`src/rtl/sc2e_pkg.sv`:
```
`timescale 1ns / 1ps
// ----------------------------------------------------------------------------
// sc2e_pkg
// Shared types, result kinds and escape sequence tables for the scancode
// to escape sequence translator.
// ----------------------------------------------------------------------------
package sc2e_pkg;

	// Result kinds carried on the output tuser field.
	localparam logic [1:0] KindEsc      = 2'd0;
	localparam logic [1:0] KindConsole  = 2'd1;
	localparam logic [1:0] KindModifier = 2'd2;
	localparam logic [1:0] KindRegular  = 2'd3;

	// Number of stored escape sequences: ten navigation keys, twelve function keys.
	localparam int SeqCount = 22;
	localparam logic [4:0] SeqFkeyBase = 5'd10;
	localparam logic [4:0] SeqF11      = 5'd20;
	localparam logic [4:0] SeqF12      = 5'd21;

	// Special scancodes.
	localparam logic [7:0] ScPrefix   = 8'hE0;
	localparam logic [7:0] ScAltMake  = 8'h38;
	localparam logic [7:0] ScAltBreak = 8'hB8;
	localparam logic [7:0] ScVirtLo   = 8'h60;
	localparam logic [7:0] ScVirtNav  = 8'h69;
	localparam logic [7:0] ScVirtHi   = 8'h6F;
	localparam logic [7:0] ScConsBase = 8'h3A;
	localparam logic [7:0] ScF1       = 8'h3B;
	localparam logic [7:0] ScF10      = 8'h44;
	localparam logic [7:0] ScF11      = 8'h57;
	localparam logic [7:0] ScF12      = 8'h58;

	// Sequence bytes, first byte in the lowest bits, unused bytes zero.
	localparam logic [39:0] SeqTable [SeqCount] = '{
		40'h00_00_41_5B_1B, // Up
		40'h00_00_42_5B_1B, // Down
		40'h00_00_43_5B_1B, // Right
		40'h00_00_44_5B_1B, // Left
		40'h00_00_48_5B_1B, // Home
		40'h00_00_46_5B_1B, // End
		40'h00_7E_35_5B_1B, // Page up
		40'h00_7E_36_5B_1B, // Page down
		40'h00_7E_32_5B_1B, // Insert
		40'h00_7E_33_5B_1B, // Delete
		40'h00_00_50_4F_1B, // F1
		40'h00_00_51_4F_1B, // F2
		40'h00_00_52_4F_1B, // F3
		40'h00_00_53_4F_1B, // F4
		40'h7E_35_31_5B_1B, // F5
		40'h7E_37_31_5B_1B, // F6
		40'h7E_38_31_5B_1B, // F7
		40'h7E_39_31_5B_1B, // F8
		40'h7E_30_32_5B_1B, // F9
		40'h7E_31_32_5B_1B, // F10
		40'h7E_33_32_5B_1B, // F11
		40'h7E_34_32_5B_1B  // F12
	};

	// Sequence lengths in bytes.
	localparam logic [2:0] SeqLen [SeqCount] = '{
		3'd3, 3'd3, 3'd3, 3'd3, 3'd3, 3'd3, 3'd4, 3'd4, 3'd4, 3'd4,
		3'd3, 3'd3, 3'd3, 3'd3, 3'd5, 3'd5, 3'd5, 3'd5, 3'd5, 3'd5, 3'd5, 3'd5
	};

	// One classified command passed from the front to the back.
	typedef struct packed {
		logic       is_seq;  // 1: expand a stored sequence, 0: one single result
		logic [4:0] seq_idx; // sequence number when is_seq is set
		logic [1:0] kind;    // result kind of a single result
		logic [7:0] data;    // data of a single result
	} cmd_t;

	// Queue status seen by the front and the back.
	typedef struct packed {
		logic full;
		logic valid;
	} q_stat_t;

endpackage

```
`src/rtl/sc2e_front.sv`:
```
`timescale 1ns / 1ps
// ----------------------------------------------------------------------------
// sc2e_front
// Accepts scancodes, tracks the extension prefix and classifies each byte
// into a command for the back end.
// ----------------------------------------------------------------------------
module sc2e_front #(
	parameter int CONSOLE_COUNT = 8
) (
	input  logic              clk,
	input  logic              arst_n,
	input  logic [7:0]        scancode,
	input  logic              alt_held,
	input  logic              ctrl_held,
	input  logic              accept,
	output logic              push,
	output sc2e_pkg::cmd_t    cmd
);

	localparam logic [7:0] ConsLast = 8'(8'h3A + CONSOLE_COUNT - 1);

	logic       prefix_q;
	logic       prefix_next;
	logic       produce;
	logic       nav_hit;
	logic [4:0] nav_idx;

	// Extended navigation code lookup.
	always_comb begin
		nav_hit = 1'b1;
		nav_idx = 5'd0;
		case (scancode)
			8'h48: nav_idx = 5'd0;
			8'h50: nav_idx = 5'd1;
			8'h4D: nav_idx = 5'd2;
			8'h4B: nav_idx = 5'd3;
			8'h47: nav_idx = 5'd4;
			8'h4F: nav_idx = 5'd5;
			8'h49: nav_idx = 5'd6;
			8'h51: nav_idx = 5'd7;
			8'h52: nav_idx = 5'd8;
			8'h53: nav_idx = 5'd9;
			default: nav_hit = 1'b0;
		endcase
	end

	// Classification of the incoming byte in priority order.
	always_comb begin
		prefix_next = prefix_q;
		produce     = 1'b1;
		cmd.is_seq  = 1'b0;
		cmd.seq_idx = 5'd0;
		cmd.kind    = sc2e_pkg::KindRegular;
		cmd.data    = scancode;
		if (scancode == sc2e_pkg::ScAltMake || scancode == sc2e_pkg::ScAltBreak) begin
			cmd.kind = sc2e_pkg::KindModifier;
		end else if (scancode == sc2e_pkg::ScPrefix) begin
			prefix_next = 1'b1;
			produce     = 1'b0;
		end else if (prefix_q) begin
			prefix_next = 1'b0;
			produce     = nav_hit && !scancode[7];
			cmd.is_seq  = 1'b1;
			cmd.seq_idx = nav_idx;
		end else if (scancode >= sc2e_pkg::ScVirtLo && scancode <= sc2e_pkg::ScVirtHi) begin
			produce     = scancode <= sc2e_pkg::ScVirtNav;
			cmd.is_seq  = 1'b1;
			cmd.seq_idx = {1'b0, scancode[3:0]};
		end else if (alt_held && !ctrl_held && scancode >= sc2e_pkg::ScF1 &&
				scancode <= ConsLast) begin
			cmd.kind = sc2e_pkg::KindConsole;
			cmd.data = scancode - sc2e_pkg::ScConsBase;
		end else if (scancode >= sc2e_pkg::ScF1 && scancode <= sc2e_pkg::ScF10) begin
			cmd.is_seq  = 1'b1;
			cmd.seq_idx = sc2e_pkg::SeqFkeyBase + 5'(scancode - sc2e_pkg::ScF1);
		end else if (scancode == sc2e_pkg::ScF11) begin
			cmd.is_seq  = 1'b1;
			cmd.seq_idx = sc2e_pkg::SeqF11;
		end else if (scancode == sc2e_pkg::ScF12) begin
			cmd.is_seq  = 1'b1;
			cmd.seq_idx = sc2e_pkg::SeqF12;
		end
	end

	assign push = accept && produce;

	// Prefix flag advances on every accepted transfer.
	always_ff @(posedge clk or negedge arst_n) begin
		if (!arst_n) begin
			prefix_q <= 1'b0;
		end else if (accept) begin
			prefix_q <= prefix_next;
		end
	end

endmodule

```
`src/rtl/sc2e_queue.sv`:
```
`timescale 1ns / 1ps
// ----------------------------------------------------------------------------
// sc2e_queue
// Two-entry command queue between the front end and the back end.
// ----------------------------------------------------------------------------
module sc2e_queue (
	input  logic              clk,
	input  logic              arst_n,
	input  logic              push,
	input  sc2e_pkg::cmd_t    push_cmd,
	input  logic              pop,
	output sc2e_pkg::cmd_t    head,
	output sc2e_pkg::q_stat_t stat
);

	sc2e_pkg::cmd_t mem_q [2];
	logic           wr_ptr_q;
	logic           rd_ptr_q;
	logic [1:0]     cnt_q;

	assign stat.full  = cnt_q == 2'd2;
	assign stat.valid = cnt_q != 2'd0;
	assign head       = mem_q[rd_ptr_q];

	// Entry storage; no reset needed for payload.
	always_ff @(posedge clk) begin
		if (push) begin
			mem_q[wr_ptr_q] <= push_cmd;
		end
	end

	// Pointers and fill count.
	always_ff @(posedge clk or negedge arst_n) begin
		if (!arst_n) begin
			wr_ptr_q <= 1'b0;
			rd_ptr_q <= 1'b0;
			cnt_q    <= 2'd0;
		end else begin
			if (push) begin
				wr_ptr_q <= ~wr_ptr_q;
			end
			if (pop) begin
				rd_ptr_q <= ~rd_ptr_q;
			end
			if (push && !pop) begin
				cnt_q <= cnt_q + 2'd1;
			end else if (pop && !push) begin
				cnt_q <= cnt_q - 2'd1;
			end
		end
	end

endmodule

```
`src/rtl/sc2e_back.sv`:
```
`timescale 1ns / 1ps
// ----------------------------------------------------------------------------
// sc2e_back
// Expands the command at the queue head into result transfers, one byte
// per cycle while m_tready does not stall it, through a registered output stage.
// ----------------------------------------------------------------------------
module sc2e_back (
	input  logic              clk,
	input  logic              arst_n,
	input  sc2e_pkg::cmd_t    head,
	input  logic              head_valid,
	output logic              pop,
	output logic              m_tvalid,
	input  logic              m_tready,
	output logic [7:0]        m_tdata,
	output logic [1:0]        m_tuser,
	output logic              m_tlast
);

	logic       m_tvalid_q;
	logic [7:0] data_q;
	logic [1:0] kind_q;
	logic       last_q;
	logic [2:0] pos_q;
	logic       load;
	logic       emit;
	logic       is_last;
	logic [7:0] emit_data;
	logic [1:0] emit_kind;

	assign load = !m_tvalid_q || m_tready;
	assign emit = load && head_valid;
	assign pop  = emit && is_last;

	// Select the byte for the current position of the head command.
	always_comb begin
		if (head.is_seq) begin
			emit_data = sc2e_pkg::SeqTable[head.seq_idx][{pos_q, 3'b000} +: 8];
			emit_kind = sc2e_pkg::KindEsc;
			is_last   = pos_q == sc2e_pkg::SeqLen[head.seq_idx] - 3'd1;
		end else begin
			emit_data = head.data;
			emit_kind = head.kind;
			is_last   = 1'b1;
		end
	end

	// Output register and position counter.
	always_ff @(posedge clk or negedge arst_n) begin
		if (!arst_n) begin
			m_tvalid_q <= 1'b0;
			pos_q      <= 3'd0;
		end else if (load) begin
			m_tvalid_q <= head_valid;
			if (emit) begin
				pos_q <= is_last ? 3'd0 : pos_q + 3'd1;
			end
		end
	end

	// Payload of the output register.
	always_ff @(posedge clk) begin
		if (emit) begin
			data_q <= emit_data;
			kind_q <= emit_kind;
			last_q <= is_last;
		end
	end

	assign m_tvalid = m_tvalid_q;
	assign m_tdata  = data_q;
	assign m_tuser  = kind_q;
	assign m_tlast  = last_q;

endmodule

```
`src/rtl/scancode_to_escape_sequence_top.sv`:
```
`timescale 1ns / 1ps
// Path: a result passes through the command queue and then the output register.
// Throughput: one result per cycle from the output register while m_tready is high;
// a scancode makes one to five results, or none.
// A two-entry command queue lets new scancodes enter while a sequence drains.
// Reset: arst_n clears the prefix flag, the queue and the output valid at once.
// ----------------------------------------------------------------------------
// scancode_to_escape_sequence_top
// Translates set-1 scancodes into escape bytes, console switches and
// forwarded keys.
// ----------------------------------------------------------------------------
module scancode_to_escape_sequence_top #(
	parameter int CONSOLE_COUNT = 8
) (
	input  logic        clk,
	input  logic        arst_n,
	input  logic        s_tvalid,
	output logic        s_tready,
	input  logic [15:0] s_tdata,  // [7:0] scancode, [8] alt_held, [9] ctrl_held, rest zero
	output logic        m_tvalid,
	input  logic        m_tready,
	output logic [7:0]  m_tdata,  // [7:0] data
	output logic [1:0]  m_tuser,  // [1:0] kind
	output logic        m_tlast
);

	sc2e_pkg::cmd_t    push_cmd;
	sc2e_pkg::cmd_t    head;
	sc2e_pkg::q_stat_t stat;
	logic              push;
	logic              pop;
	logic              accept;

	// The front stalls only when the queue is full.
	assign s_tready = !stat.full;
	assign accept   = s_tvalid && s_tready;

	sc2e_front #(
		.CONSOLE_COUNT(CONSOLE_COUNT)
	) u_front (
		.clk      (clk),
		.arst_n   (arst_n),
		.scancode (s_tdata[7:0]),
		.alt_held (s_tdata[8]),
		.ctrl_held(s_tdata[9]),
		.accept   (accept),
		.push     (push),
		.cmd      (push_cmd)
	);

	sc2e_queue u_queue (
		.clk     (clk),
		.arst_n  (arst_n),
		.push    (push),
		.push_cmd(push_cmd),
		.pop     (pop),
		.head    (head),
		.stat    (stat)
	);

	sc2e_back u_back (
		.clk       (clk),
		.arst_n    (arst_n),
		.head      (head),
		.head_valid(stat.valid),
		.pop       (pop),
		.m_tvalid  (m_tvalid),
		.m_tready  (m_tready),
		.m_tdata   (m_tdata),
		.m_tuser   (m_tuser),
		.m_tlast   (m_tlast)
	);

endmodule
```
`config.mk`:
```
export PLATFORM = sky130hd
export DESIGN_NAME = scancode_to_escape_sequence_top
export DESIGN_NICKNAME = d
export VERILOG_FILES = /design/src/rtl/sc2e_pkg.sv /design/src/rtl/sc2e_front.sv /design/src/rtl/sc2e_queue.sv /design/src/rtl/sc2e_back.sv /design/src/rtl/scancode_to_escape_sequence_top.sv
export SDC_FILE = /design/constraint.sdc
export NUM_CORES = 1
export LEC_CHECK = 0
export ABC_AREA = 1
export BUFFER_PORTS_ARGS = -buffer_cell sky130_fd_sc_hd__buf_2
export CORE_MARGIN = 10
export CORE_UTILIZATION = 57
export CTS_CLUSTER_SIZE = 12
export DETAILED_ROUTE_END_ITERATION = 7
export GPL_TIMING_DRIVEN = 0
export MAX_ROUTING_LAYER = met4
export PLACE_DENSITY = 0.83
export SETUP_SLACK_MARGIN = 0.5
export SLEW_MARGIN = 20
export SYNTH_ARGS = -nofsm -noshare
export SYNTH_HDL_FRONTEND = slang
export SYNTH_SLANG_ARGS = --single-unit
```
`constraint.sdc`:
```
create_clock -name clk -period 4.03 [get_ports clk]
set_input_delay 0.2015 -clock clk [delete_from_list [all_inputs] [get_ports clk]]
set_output_delay 0.2015 -clock clk [all_outputs]
set_load 0.01 [all_outputs]
```
Word level (Yosys, flattened, before mapping)

Memories as Yosys holds them, arrays and structs flattened.
Cells that the tools add are included.

Register bits after elaboration: 20
Memory bits (writable): 32
ROM bits: 1,376
Input bits: 20
Memories: 3

Memory list:

| name            | depth | width | read ports | clocked after memory_dff | wr ports | line             | RTL |
|---|---|---|---|---|---|---|---|
| (no name shown) | 32    | 40    | 1          | 0                        | 0        | sc2e_back.sv:38  | `emit_data = sc2e_pkg::SeqTable[head.seq_idx][{pos_q, 3'b000} +: 8];` |
| (no name shown) | 32    | 3     | 1          | 0                        | 0        | sc2e_back.sv:40  | `is_last = pos_q == sc2e_pkg::SeqLen[head.seq_idx] - 3'd1;` |
| u_queue.mem_q   | 2     | 16    | 1          | 0                        | 1        | sc2e_queue.sv:16 | `sc2e_pkg::cmd_t mem_q [2];` |

$add $sub $neg: 7
Magnitude comparators: 7
Equality and inequality tests: 17
Shift operators: 1
Mux-type cells: 31
Bitwise operators: 4
Reduce and logical (&&, ||, !) cells: 25

Operators by type and width:

| operator              | number |
|---|---|
| $eq A8 B7 Y1 const B  | 12 |
| $mux W40              | 2 |
| $mux W6               | 7 |
| $shiftx A40 B7 Y8     | 1 |
| $pmux W4 S9           | 1 |
| $le A8 B7 Y1 const B  | 4 |
| $mux W10              | 3 |
| $eq A8 B8 Y1 const B  | 2 |
| $mux W16              | 1 |
| $mux W8               | 2 |
| $logic_and A1 B1 Y1   | 12 |
| $reduce_or A10 Y1     | 1 |
| $mux W1               | 9 |
| $mux W3               | 3 |
| $eq A8 B6 Y1 const B  | 1 |
| $ge A8 B6 Y1 const B  | 1 |
| $ge A8 B7 Y1 const B  | 1 |
| $sub A8 B6 Y8 const B | 1 |
| $ge A6 B6 Y1 const B  | 1 |
| $logic_not A1 Y1      | 6 |
| $mux W2               | 3 |
| $not A5 Y6            | 1 |
| $add A4 B5 Y5 const A | 1 |
| $sub A5 B5 Y5 const B | 1 |
| other kinds (10)      | 15 |

Logic depth before layout (Yosys ltp)

Word-level depth: 12
Gate-level depth with buffers: 21

Modules after synthesis

Synthesis repeated with hierarchy kept, for this count alone.

Cell total of the unflattened synthesis: 415
Area, all modules: 3,589.7 um^2

By module, submodules not included:

| module                          | instances | cells an instance | area an instance (um^2) |
|---|---|---|---|
| sc2e_queue                      | 1         | 75                | 1,412.6 |
| sc2e_back                       | 1         | 160               | 1,211.2 |
| sc2e_front                      | 1         | 177               | 952.2 |
| scancode_to_escape_sequence_top | 1         | 3                 | 13.8 |

Least setup slack after synthesis

No wires, ideal clock.

Path type: reg2reg
From: reg u_queue.rd_ptr_q
To: reg u_queue.cnt_q[1]
Setup time: 0.131 ns
Arrival time: 2.928 ns
Data required time: 3.899 ns
Path slack: 0.971 ns
Cell stages (with the launch flop): 20
Buffers on the path: 1
Path through: dfrtp_1 buf_6 o21ai_2 inv_1 ha_1 inv_1 nand2_2 nand3_2 inv_1 ha_1 xnor2_1 nand4_1 nand2_1 nand3_2 nand2_4 nand2_4 ha_1 a21oi_1 o21ai_0 xor2_1

Cells in the longest elaborated chain, start to end: 12
Elaborated cells between the ends (all ways): 14
Classes of those cells: 1 x add/sub; 1 x eq/ne; 4 x mux; 1 x bitwise; 5 x reduce/logical; 2 x memory

RTL lines:

| what                                          | line             | RTL |
|---|---|---|
| start: declaration                            | sc2e_queue.sv:18 | `logic rd_ptr_q;` |
| start signal: assignment                      | sc2e_queue.sv:43 | `rd_ptr_q <= ~rd_ptr_q;` |
| $mem_v2 Z2 W16 (*)                            | n/a              |  |
| $not A5 Y6 (not written as such)              | sc2e_back.sv:40  |  |
| $mem_v2 Z32 W3                                | n/a              |  |
| $mux W3 (not written as such) (2 in series)   | sc2e_back.sv:40  |  |
| $sub A3 B1 Y3                                 | sc2e_back.sv:40  |  |
| $eq A3 B3 Y1                                  | sc2e_back.sv:40  |  |
| $mux W1 (*)                                   | sc2e_back.sv:37  | `if (head.is_seq) begin` |
| via u_back.is_last                            | sc2e_back.sv:27  | `logic is_last;` |
| $logic_and A1 B1 Y1 (*)                       | sc2e_back.sv:33  | `assign pop = emit && is_last;` |
| $logic_not A1 Y1                              | sc2e_queue.sv:45 | `if (push && !pop) begin` |
| $logic_and A1 B1 Y1                           | sc2e_queue.sv:45 |  |
| $mux W2 or $reduce_bool A2 Y1 (tied branches) | n/a              |  |
| end signal: assignment                        | sc2e_queue.sv:46 | `cnt_q <= cnt_q + 2'd1;` |
| end signal: assignment                        | sc2e_queue.sv:48 | `cnt_q <= cnt_q - 2'd1;` |
| end: declaration                              | sc2e_queue.sv:19 | `logic [1:0] cnt_q;` |

Mark *: on every way through the listed nets, which the timed path passes. The rest lies on a longest branch. The select of a mux whose other input is x is not followed.
A chain may end at the register's enable or synchronous reset.

Final worst setup path

Same ends and word-level chain as after synthesis.

==> flow_summary.ini <==
[drt]
vias = 2855
drc = 0
wl_per_cell_um = 14.7
avgViaCountPerCell = 5.51
dr.pass1.iters = 5
drtIter0Drc = 156
ant_nets = 0
routed_wl_um = 7640

[timing]
fin_crit_ns = 3.23
timing.hold.ws_ns = 0.188
fin_crit_sh = 0.801
clock.fmax_mhz = 310
setup_tns_ns = 0
finalSetupViolations = 0
fin_skew_ns = 0.00708
slew-limit-headroom = 0.469
tightest_slew_ns = 0.796
hold_violations = 0
finalMaxSlewViolations = 0
rsz0062_at_grt = no
timing.final.ws_setup_ns = 0.804

[synth]
synth.cell_area_sq_um = 3390
synth_top_family_by_area = simple AND/OR/NAND/NOR gates
seq_area_frac_synth = 0.447
synth.distinct_cells = 41
yosys.area_share.adder = 0.0664
synth_compound_area_frac = 0.112
synthCells = 405
yosys_warnings = 0
synth-simple-area-share = 0.282
yosys_register_bits = 52
synth-xor-area-share = 0.0155
syn_nets = 443
synthMuxAreaShare = 0
synth.avg_cell_area_sq_um = 8.37

[global_routing]
grt_pass1_wl_um = 12500
grt_pass1_vias = 2726
grt_max_degree = 21
globalRouteOverflowTotal = 0
antenna_found_initial = 0
track_usage = 0.159

[setup_path]
r2r_setup_slack_ns = 0.80
path_cells = buf_6 -> nand2_1 -> o21ai_4 -> inv_1 -> ha_1 -> inv_1 -> nand2_2 -> nand3_2 -> inv_1 -> ha_1 -> xnor2_1 -> nand4_1 -> nand2_1 -> nand3_2 -> nand2_4 -> nand2_4 -> ha_1 -> a21oi_1 -> o21ai_0 -> xor2_1
startpoint = u_queue.rd_ptr_q$_DFFE_PN0P_
critical_path.max_fanout = 10
r2r_cells = 20
cp_slowest_cell = dfrtp_1
reg2reg_from = u_queue.rd_ptr_q$_DFFE_PN0P_
cp-end-kind = register
arrival_ns = 3.42
worstPathRequired_ns = 4.22
critical_path_class = reg -> reg
worstReg2RegEnd = u_queue.cnt_q[1]$_DFFE_PN0P_
cp-start-kind = register
slowest_delay_ns = 0.44
crit_path_end = u_queue.cnt_q[1]$_DFFE_PN0P_

[layout]
fill_cells = 463
drive_gt1_frac = 0.183
multi_input_area_sq_um = 1630
synthToLayoutAreaGrowth_pct = 11.3
nNetsFinal = 480
stdcell_area_sq_um = 3770
n_antenna_cell = 0
stdcell_count = 518
register_area_sq_um = 1520

[cts]
clk_path_buf_depth = 2
cts_tree = yes
insertion_delay_ns = 0.31
cts.sinks = 52
path_clk_slew_ns = 0.09
cts-root-buf = clkbuf_8
cts_max_level = 2
cts_buffers = 5

[floorplan]
std_cell_rows = 28
dieArea_sq_um = 9430
fp.dieW_um = 97.1
dieHeight_um = 97.1
core_area_sq_um = 5850
start_util = 0.579
pin_count = 33

[place]
gp_congestion = 0.973
pre_cts_slack_ns = 0.611
dp_cells = 506
placed_area_sq_um = 3620
hpwl_um = 5780
io_buffers = 26

[power_and_ir_drop]
power_density_nw_per_um2 = 675
p_leak_nw = 1.72
ir_drop_mv = 0.348

[job]
maxCapViolCount = 0

[worst_hold_path]
holdPathStages = 1
hp-class = in -> reg

[run_status]
status = finished, final reports clean
==> area by class of cell <==
class                   instances  area share
clock inverters                 3      0.0123
plain buffers                   9      0.0139
well taps                      75      0.0249
repair buffers                 30      0.0431
clock buffers                   5      0.0182
inverters                      55      0.0547
multi-input cells             289       0.431
flip-flops and latches         52       0.402
==> flip-flops by register name (all words and copies together), names as in the netlist, 2 cells and up <==
register and cells:
u_back.m_tdata 8, u_back.pos_q 3, u_queue.cnt_q 2, u_queue.mem_q 32, u_back.m_tuser 2
==> routing by layer <==
layer	global-route usage	part of all wire
met1	0.177	0.42
met2	0.278	0.51
met3	0.0228	0.049
met4	0.0636	0.022
met5	-	0
==> worst min-delay path by stage <==
stage,slack [ns],to,start
final,0.19,u_queue.mem_q[0][0]$_DFFE_PP_,s_tdata[0]
after global routing,0.18,u_queue.mem_q[1][0]$_DFFE_PP_,s_tdata[0]
after global placement,0.06,u_queue.cnt_q[0]$_DFFE_PN0P_,arst_n
after detailed placement,0.06,u_queue.cnt_q[0]$_DFFE_PN0P_,arst_n
after floorplan,-0.09,u_back.m_tvalid$_DFFE_PN0P_,arst_n
after CTS,0.19,u_queue.mem_q[0][0]$_DFFE_PP_,s_tdata[0]
==> report_power, final <==
group          leakage [nW]  switching, mW  internal, mW  total (mW)
clock network        0.0600          0.176         0.188       0.365
registers             0.513         0.0634         0.810       0.873
logic                  1.15          0.859         0.451        1.31
==> layout by cell type (no fill, tap or decap), drive strengths merged <==
cell         netlist  routed
nand2            112     112
inv               54      55
edfxtp            43      43
nand3             36      36
buf                6      35
nor2              34      34
o21ai             23      23
a21oi             18      18
ha                18      18
nand4              9       9
dfrtp              9       9
o211ai             8       8
clkbuf             3       8
nor3               7       7
or2                5       5
xor2               4       4
a22oi              2       2
a21boi             2       2
xnor2              2       2
a31oi              2       2
clkinv             1       2
nor4               1       1
o21a               1       1
a211oi             1       1
o311ai             1       1
o31ai              1       1
a31o               1       1
o22ai              1       1
bufinv             0       1
dlygate4sd3        0       1
==> Yosys cell counts, drive strengths merged <==
cell type / n / area share
dfrtp: 9 / 0.066
nor4: 1 / 0.0018
o22ai: 1 / 0.0018
o31ai: 1 / 0.0022
o21a: 1 / 0.0022
ha: 18 / 0.066
nor3: 7 / 0.012
a22oi: 2 / 0.0044
clkinv: 1 / 0.0011
nand4: 9 / 0.017
nand2: 112 / 0.14
nand3: 36 / 0.059
edfxtp: 43 / 0.38
clkbuf: 3 / 0.0033
o21ai: 23 / 0.042
inv: 54 / 0.060
a211oi: 1 / 0.0022
nor2: 34 / 0.047
o211ai: 8 / 0.018
buf: 6 / 0.012
xnor2: 2 / 0.0052
a21oi: 18 / 0.027
or2: 5 / 0.0092
o311ai: 1 / 0.0026
a31o: 1 / 0.0026
a31oi: 2 / 0.0037
a21boi: 2 / 0.0044
xor2: 4 / 0.010
==> worst max-delay path: cells and delay by family, from the launching register on <==
family	cells	cell delay, ns
AOI/OAI and AO/OA	3	0.33
xor gates and xnor gates	2	0.33
adders and majority gates	3	0.76
buffers and inverters	4	0.52
DFF	1	0.44
and+or+nand+nor	8	0.75
==> timing repair <==
item | 4_1_cts | 5_1_grt
hold buffers | 1 | 0
setup endpoints to repair | 0 | 1
gates resized for setup | 0 | 2
buffers inserted | 0 | 3
hold endpoints to repair | 9 | 0
==> cell families (layout without fill, tap and decap cells) <==
| family | Yosys count | count (layout) |
|---|---|---|
| adders and majority gates | 18 | 18 |
| and+or+nand+nor | 204 | 204 |
| xor gates and xnor gates | 6 | 6 |
| DFF | 52 | 52 |
| buffers and inverters | 64 | 102 |
| AOI/OAI and AO/OA | 61 | 61 |
==> per-stage QoR <==
| step | utilization | total power [mW] |
|---|---|---|
| floorplan | - | 1.82 |
| global placement | 0.618 | 2.11 |
| detailed placement | 0.618 | 2.15 |
| CTS | 0.639 | 2.51 |
| global route | 0.645 | 2.75 |
| finish | 0.645 | 2.55 |
No activity file was read; power rests on OpenSTA's default activity.
